## config.mk

```make
export PLATFORM = sky130hd
export DESIGN_NAME = cna_cell
export DESIGN_NICKNAME = d
export VERILOG_FILES = /design/src/design/complex_number_alu_unit_assert.svh /design/src/design/cna_pkg.sv /design/src/design/cna_cell.sv
export SDC_FILE = /design/constraint.sdc
export NUM_CORES = 1
export LEC_CHECK = 0
export BUFFER_PORTS_ARGS = -buffer_cell sky130_fd_sc_hd__buf_2
export CORE_AREA = 8 8 406 408
export CTS_CLUSTER_SIZE = 40
export DETAILED_ROUTE_END_ITERATION = 8
export DIE_AREA = 0 0 414 416
export PLACE_DENSITY = 0.42
export REMOVE_ABC_BUFFERS = 1
export SYNTH_ARGS = -nofsm -noshare
export SYNTH_HDL_FRONTEND = slang
export SYNTH_SLANG_ARGS = --single-unit
```

## constraint.sdc

```tcl
create_clock -name clk -period 3.85 [get_ports clk]
set_input_delay 0.77 -clock clk [delete_from_list [all_inputs] [get_ports clk]]
set_output_delay 0.77 -clock clk [all_outputs]
set_load 0.05 [all_outputs]
```

## src/design/complex_number_alu_unit_assert.svh

```systemverilog
// Assertion helpers for the top-level design file.
`ifndef COMPLEX_NUMBER_ALU_UNIT_ASSERT_SVH
`define COMPLEX_NUMBER_ALU_UNIT_ASSERT_SVH

// Same-cycle implication, checked out of reset.
`define CNA_ASSERT_IMP(lbl, ante, cons, msg) \
  lbl: assert property (@(posedge clk) disable iff (!rst_n) (ante) |-> (cons)) \
    else $error(msg);

// Next-cycle implication, checked out of reset.
`define CNA_ASSERT_NXT(lbl, ante, cons, msg) \
  lbl: assert property (@(posedge clk) disable iff (!rst_n) (ante) |=> (cons)) \
    else $error(msg);

`endif

```

## src/design/cna_pkg.sv

```systemverilog
package cna_pkg;

  localparam logic [1:0] CMD_ADD = 2'd0;
  localparam logic [1:0] CMD_SUB = 2'd1;
  localparam logic [1:0] CMD_MUL = 2'd2;
  localparam logic [1:0] CMD_DIV = 2'd3;

  localparam logic [1:0] ST_OK  = 2'd0;
  localparam logic [1:0] ST_DZ  = 2'd1;
  localparam logic [1:0] ST_OVF = 2'd2;

  // dividend magnitude width; fraction bits shift in as zeros after it
  localparam int unsigned MAG_W = 64;

  typedef struct packed {
    logic [63:0]        rem;
    logic [63:0]        num;
    logic [32:0]        q;
    logic               qo;
    logic               neg;
    logic signed [65:0] pre;
  } lane_t;

  typedef struct packed {
    logic [1:0]  cmd;
    logic        dz;
    logic [63:0] d;
    lane_t       re;
    lane_t       im;
  } item_t;

endpackage

```

## src/design/cna_cell.sv

```systemverilog
module cna_cell (
  input  logic           clk,
  input  logic           rst_n,
  input  logic           en,
  input  logic           in_vld,
  input  cna_pkg::item_t in_item,
  output logic           out_vld,
  output cna_pkg::item_t out_item
);
  import cna_pkg::*;

  logic  vld_r;
  item_t item_r, item_nxt;

  // one restoring-division step: bring in the next dividend bit
  function automatic lane_t div_step(lane_t l, logic [63:0] d);
    logic [64:0] r2;
    lane_t       s;
    s      = l;
    r2     = {l.rem, l.num[63]};
    s.num  = {l.num[62:0], 1'b0};
    s.qo   = l.qo | l.q[32];
    if (r2 >= {1'b0, d}) begin
      s.rem = 64'(r2 - {1'b0, d});
      s.q   = {l.q[31:0], 1'b1};
    end else begin
      s.rem = r2[63:0];
      s.q   = {l.q[31:0], 1'b0};
    end
    return s;
  endfunction

  always_comb begin
    item_nxt    = in_item;
    item_nxt.re = div_step(in_item.re, in_item.d);
    item_nxt.im = div_step(in_item.im, in_item.d);
  end

  always_ff @(posedge clk) begin
    if (!rst_n) begin
      vld_r <= 1'b0;
    end else if (en) begin
      vld_r <= in_vld;
    end
  end

  always_ff @(posedge clk) begin
    if (en) begin
      item_r <= item_nxt;
    end
  end

  assign out_vld  = vld_r;
  assign out_item = item_r;

endmodule

```

==> reports/results.ini, run 1 <==
[placement]
dp_hpwl_um = 125000
place_ws_ns = -0.545
post_dp_cell_area_um2 = 36200
placed_cells = 5537
gp_congestion = 0.929
port_buffers = 1052

[synthesis]
synth.most_common_cell = edfxtp_1
ys_warn_count = 0
avgSynthCellArea_um2 = 12.4
synth.ff_latch_count = 524
ys_types = 77
ys.flop_type = edfxtp_1
synthArstFlopShare_pct = 0
synthAdderAreaFrac_pct = 6.56
synth_top_family_by_area = compound AO/OA/AOI/OAI gates
muxShareOfSynthArea_pct = 0.805
synth_top_area_cell = edfxtp_1
yosysSeqAreaShare_pct = 62.8
synth_area_leaders = edfxtp_1 (63%), ha_1 (6.4%), o21ai_0 (3.7%)
synth_commonest_cells = edfxtp_1 (523), nand2_1 (225), o21ai_0 (185)
synth_top_area_share_pct = 62.7
synth-simple-area-share_pct = 8.66
synthCells = 2024
synth_xor_xnor_area_share_pct = 4.06
syn_area_um2 = 25000
synth_compound_area_share_pct = 13.9
synth_edf_count = 523

[setup_path]
cp.required_ns = 4.24
cp_max_fo = 12
reg2reg_depth = 2
cp-start-kind = primary input
end_kind = flop
worstSetupPathType = primary input to flop
crit_arrival_ns = 4.06

[clock_network]
cts_htree_levels = 3
cts_buffers = 68
clk_pin_slew_ns = 0.07
cts_buffer_depth = 3
cts_sinks = 524
cts_hold_buf = 0
cts-root-buf = clkbuf_16
cts_tree = done
clkLatencyLatePin_ns = 0.65

[drt]
first_pass_iters = 5
totalWireLength_um = 144000
postRouteAntennaNets = 0
drt_first_iter_violations = 1425
vias = 22500
drc_errors = 0
vias_per_cell = 3.97
routedWlPerCell_um = 25.4

[sta]
fmax_mhz = 272
period_share_pct = 95.3
fin_tns_setup_ns = 0
fin_ws_ns = 0.180
clock_skew_ns = 0
finalCriticalPeriod_ns = 3.67
rsz0062_at_grt = false
hold_viol = 0
tightest_slew_ns = 0.649
setup_viol = 0
slew_viol_final = 0
max-slew-margin-rel_pct = 56.6

[global_route]
grt_max_degree = 82
antenna_found_initial = 88
globalRouteTotalUtil_pct = 15.9
grt_pass1_wl_um = 193000
overflow = 0
grt_pass1_vias = 23300

[floorplanning]
die_area_um2 = 172000
die_h_um = 416
design.core.area_um2 = 159000
rows = 147
initial_core_util_pct = 15.8
die_w_um = 414
ios = 1055

[final_layout]
layout.cells.non_filler = 5681
final_nets = 4180
design_area_um2 = 38500
drive_above_1_share_pct = 46.0
area_growth_pct = 53.8

[pwr]
ir_worst_vdd_v = 0.000317
power_density_nw_per_um2 = 500
p_leak_uw = 0.0166

[job]
max-cap-violations = 0

[outcome]
status = completed

[min_path]
holdPathStages = 1
hp-class = primary input to flop

[worst max-delay path: stages]
cell and delay [ns]:
buf_2 0.10, inv_1 0.14, ha_1 0.27, a21oi_1 0.24, o21a_1 0.17, o22ai_1 0.17, o311ai_2 0.39, a211oi_2 0.12
buf_4 0.17, a21oi_4 0.23, o21ai_4 0.11, a211oi_4 0.59, buf_12 0.23, mux2_1 0.33
[metal layers]
layer / vias to the layer above / routed length [µm] / track usage, % / share of wire (%)
li1: 10600 / - / - / -
met3: 238 / 11400 / 5.69 / 7.9
met2: 804 / 75900 / 29.8 / 53
met4: 44 / 5340 / 5.97 / 3.7
met1: 10900 / 51200 / 16.2 / 36
met5: - / 255 / 0 / 0.18
[per-stage QoR]
stage / power (µW) / hold WS, ns / utilization [%]
finish: 19300 / 0.260 / 24.2
CTS: 19700 / 0.163 / 24.2
floorplan: 10500 / 0.743 / -
global placement: 13000 / 0.495 / 22.8
global route: 20100 / 0.203 / 24.2
detailed placement: 13000 / 0.520 / 22.8
[registers in the layout, summed over array words and instances, names as in the netlist]
signal and flops:
out_vld 1, out_item 523
[kinds of logic after synthesis]
family          after synthesis
buf+inv                     196
xor+xnor                    116
compound gates              567
other cells                   1
flops                       524
fa+ha+maj                   130
mux                          18
simple gates                472
[worst paths after layout]
check	from	endpoint	slack, ns
worst max register to register	out_vld$_SDFFE_PN0P_	out_vld$_SDFFE_PN0P_	3.25
worst min-delay path	in_item[41]	out_item[41]$_DFFE_PP_	0.26
worst min register to register	out_vld$_SDFFE_PN0P_	out_vld$_SDFFE_PN0P_	0.52
worst max-delay path	in_item[464]	out_item[425]$_DFFE_PP_	0.18
[report_power, final]
part           internal, µW  switching, µW  total [µW]
Combinational          1660           3980        5640
Clock                  3660           2790        6450
Sequential             6970            199        7170
Total                 12300           6970       19300
[layout by cell type, fill, tap and decap left out, types with 68 or more instances in the layout]
cell type / netlist / routed
buf_2: 16 / 1051
edfxtp_1: 523 / 523
o21ai_0: 185 / 185
clkbuf_16: 0 / 68
ha_1: 128 / 128
nand2_1: 225 / 225
inv_1: 117 / 117
buf_4: 2 / 433
a21oi_1: 172 / 172
nor2_1: 77 / 77
[area by class of cell]
cell class                 instances  area (µm²)
multi-input combinational       1305        8520
inverter                         118         443
clock buffer                      81        1750
antenna                           22        55.1
tap                             2086        2610
clock inverter                    41         504
timing repair buffer            1504        8910
sequential                       524       15700
fill                           17200      120000
[repair_timing]
| action | 4_1_cts | 5_1_grt |
|---|---|---|
| buffers inserted | 0 | 0 |
| setup endpoints to repair | 0 | 2 |
| gates resized for setup | 0 | 1 |
No activity file was read; power rests on OpenSTA's default activity.
==> run 2: changes to the inputs <==
--- a/config.mk
+++ b/config.mk
@@ -5,12 +5,13 @@
 export SDC_FILE = /design/constraint.sdc
 export NUM_CORES = 1
 export LEC_CHECK = 0
+export ABC_AREA = 1
 export BUFFER_PORTS_ARGS = -buffer_cell sky130_fd_sc_hd__buf_2
-export CORE_AREA = 8 8 406 408
+export CORE_AREA = 8 8 410 412
 export CTS_CLUSTER_SIZE = 40
 export DETAILED_ROUTE_END_ITERATION = 8
-export DIE_AREA = 0 0 414 416
-export PLACE_DENSITY = 0.42
+export DIE_AREA = 0 0 418 420
+export PLACE_DENSITY = 0.45
 export REMOVE_ABC_BUFFERS = 1
 export SYNTH_ARGS = -nofsm -noshare
 export SYNTH_HDL_FRONTEND = slang
==> run 2 against run 1 <==
  * Global-route usage is 5.1 points higher
  * Total power rose by 2.7%
  * Core utilization rose by 0.95 points
  * Sequential power is essentially flat
  * Sequential share of layout area down 2.2 points
  * Maximum frequency is 19% higher
  * Synthesized cell count grew 78%
  * Die area is 1.9% higher
  * Clock skew stayed put
  * Combinational power increased by 5.0%
  * Register-to-register slack worse by 0.03 ns
  * Largest power group unchanged
==> reports/results.ini, run 2 <==
[synthesis]
synth_compound_area_share_pct = 2.05  ; -12 points
synth_area_leaders = edfxtp_1 (52%), nand2_1 (17%), inv_1 (8.7%)
synth_top_area_cell = edfxtp_1
avgSynthCellArea_um2 = 8.33  ; -33%
muxShareOfSynthArea_pct = 0  ; -0.80 points
ys_types = 43  ; -44%
synth-simple-area-share_pct = 28.1  ; +19 points
synth_xor_xnor_area_share_pct = 1.81  ; -2.2 points
synthArstFlopShare_pct = 0  ; unchanged
synth.ff_latch_count = 524  ; unchanged
synth_top_family_by_area = simple AND/OR/NAND/NOR gates
synth_edf_count = 523  ; unchanged
ys_warn_count = 0  ; unchanged
synth_commonest_cells = nand2_1 (1363), inv_1 (694), edfxtp_1 (523)
ys.flop_type = edfxtp_1
synthCells = 3597  ; +78%
synthAdderAreaFrac_pct = 5.48  ; -1.1 points
syn_area_um2 = 29900  ; +20%
synth_top_area_share_pct = 52.4  ; -10 points
yosysSeqAreaShare_pct = 52.5  ; -10 points
synth.most_common_cell = nand2_1

[sta]
tightest_slew_ns = 0.581  ; -0.0682 ns
max-slew-margin-rel_pct = 61.3  ; +4.7 points
fmax_mhz = 324  ; +19%
slew_viol_final = 0  ; unchanged
fin_tns_setup_ns = 0  ; unchanged
rsz0062_at_grt = false
clock_skew_ns = 0  ; unchanged
finalCriticalPeriod_ns = 3.09  ; -0.585 ns
fin_ws_ns = 0.765  ; +0.585 ns
hold_viol = 0  ; unchanged
period_share_pct = 80.1  ; -15 points
setup_viol = 0  ; unchanged

[placement]
gp_congestion = 0.987  ; +6.3%
dp_hpwl_um = 170000  ; +36%
port_buffers = 1052  ; unchanged
place_ws_ns = 0.147  ; +0.692 ns

[setup_path]
end_kind = flop
cp.required_ns = 4.37  ; +0.13 ns
slowest_stage = ha_1
crit_arrival_ns = 3.61  ; -0.45 ns
worstSetupPathType = primary input to flop
path_common_cell = nand2_1
cp_max_fo = 5  ; -7
cp-start-kind = primary input
crit_chain = buf_2 > inv_1 > ha_1 > nand3_1 > nand2_1 > nand2_1 > nand2_1 > nand2_1 > nand2_1 > nand2_1 > nand2_1 > xor2_1 > nand2_1 > buf_4 > nand2_1
critPathMaxStageDelay_ns = 0.59  ; about the same

[global_route]
grt_max_degree = 93  ; +13%
grt_pass1_wl_um = 251000  ; +30%
overflow = 0  ; unchanged
grt_pass1_vias = 29000  ; +24%
globalRouteTotalUtil_pct = 21.0  ; +5.1 points
antenna_found_initial = 86  ; -2.3%

[clock_network]
clk_pin_slew_ns = 0.06  ; about the same
cts_sinks = 524  ; unchanged
cts-root-buf = clkbuf_16
cts_htree_levels = 3  ; unchanged
cts_buffer_depth = 3  ; unchanged
cts_tree = done
cts_resized = 0  ; unchanged
cts_hold_buf = 0  ; unchanged
cts_buffers = 71  ; +4.4%
postCtsSetupBuffers = 0  ; unchanged
clkLatencyLatePin_ns = 0.65  ; about the same

[final_layout]
layout_common_cells = nand2_1 (1363), buf_2 (1051), inv_1 (694), edfxtp_1 (523), nand3_1 (286)
utilization_pct = 25.2  ; +0.95 points
final-seq-area_um2 = 15700  ; unchanged
final_nets = 5409  ; +29%
area_growth_pct = 35.9
largest_reg_flops = 523  ; unchanged
multi_input_area_um2 = 11200  ; +32%
layout_commonest_cell = nand2_1
drive_above_1_share_pct = 27.6  ; -18 points
fillerInstances = 18000  ; +4.5%

[outcome]
status = completed

[floorplanning]
die_h_um = 420  ; +0.96%
die_w_um = 418  ; +0.97%
rows = 148  ; +0.68%
ios = 1055  ; unchanged
initial_core_util_pct = 18.5  ; +2.8 points
design.core.area_um2 = 162000  ; +1.7%
die_area_um2 = 176000  ; +1.9%

[pwr]
ir_worst_vdd_v = 0.000334  ; +5.2%
p_leak_uw = 0.0205  ; +23%
power_density_nw_per_um2 = 486  ; -2.9%

[job]
max-cap-violations = 0  ; unchanged

[drt]
routedWlPerCell_um = 27.8  ; +9.5%
postRouteAntennaNets = 0  ; unchanged
vias = 29000  ; +29%
drt_first_iter_violations = 2181  ; +53%
totalWireLength_um = 194000  ; +35%
first_pass_iters = 6  ; +1
drc_errors = 0  ; unchanged
vias_per_cell = 4.14  ; +4.3%

[min_path]
hp-class = primary input to flop

==> run 2: routing by layer <==
layer | vias up | wire length [µm] | share of wire [%] | global-route usage [%]
met5 | - | 350 | 0.18 | 0
met4 | 54 | 11500 | 5.9 | 11.5
met3 | 330 | 11500 | 5.9 | 4.94
met2 | 1062 | 110000 | 56 | 42.3
met1 | 13900 | 61200 | 32 | 19.1
li1 | 13700 | - | - | -
==> run 2: logic make-up after synthesis <==
group,after synthesis
xor gates and xnor gates,62
AOI/OAI and AO/OA,115
DFF,524
and+or+nand+nor,2001
other,1
adders and majority gates,130
buffers and inverters,764
==> run 2: critical path: cells and delay by family <==
family	cells	cell delay [ns]
fa+ha+maj	1	0.59
simple gates	10	1.38
xor+xnor	1	0.37
buf+inv	3	0.48
==> run 2: area by class of cell <==
cell class,instances,area share [%]
tap,2175,6.68
antenna,24,0.148
timing repair buffer,1120,14.8
inverter,723,6.67
clock buffer,92,4.69
clock inverter,35,0.873
multi-input combinational,2310,27.6
sequential,524,38.6
==> run 2: metrics by stage <==
step | cells | hold slack, ns | cell area, µm² | total power (µW)
finish | 7003 | 0.279 | 40700 | 19800
global route | 6989 | 0.224 | 40700 | 20500
CTS | 6979 | 0.190 | 40700 | 20100
detailed placement | 6852 | 0.541 | 38400 | 13300
global placement | 6852 | 0.525 | 38400 | 13300
floorplan | 3557 | 0.753 | 29700 | 10800
==> run 2: report_power, final <==
group | switching, µW | internal (µW)
registers | 241 | 6960
logic | 4570 | 1350
clock network | 2800 | 3850
==> run 2: path summary, 6_finish.rpt <==
check / cells after the start / from / slack (ns) / to
worst max-delay path: 15 / in_item[459] / 0.76 / out_item[425]$_DFFE_PP_
worst min-delay path: 1 / in_item[157] / 0.28 / out_item[158]$_DFFE_PP_
worst max register to register: 2 / out_vld$_SDFFE_PN0P_ / 3.22 / out_vld$_SDFFE_PN0P_
worst min register to register: 2 / out_vld$_SDFFE_PN0P_ / 0.55 / out_vld$_SDFFE_PN0P_
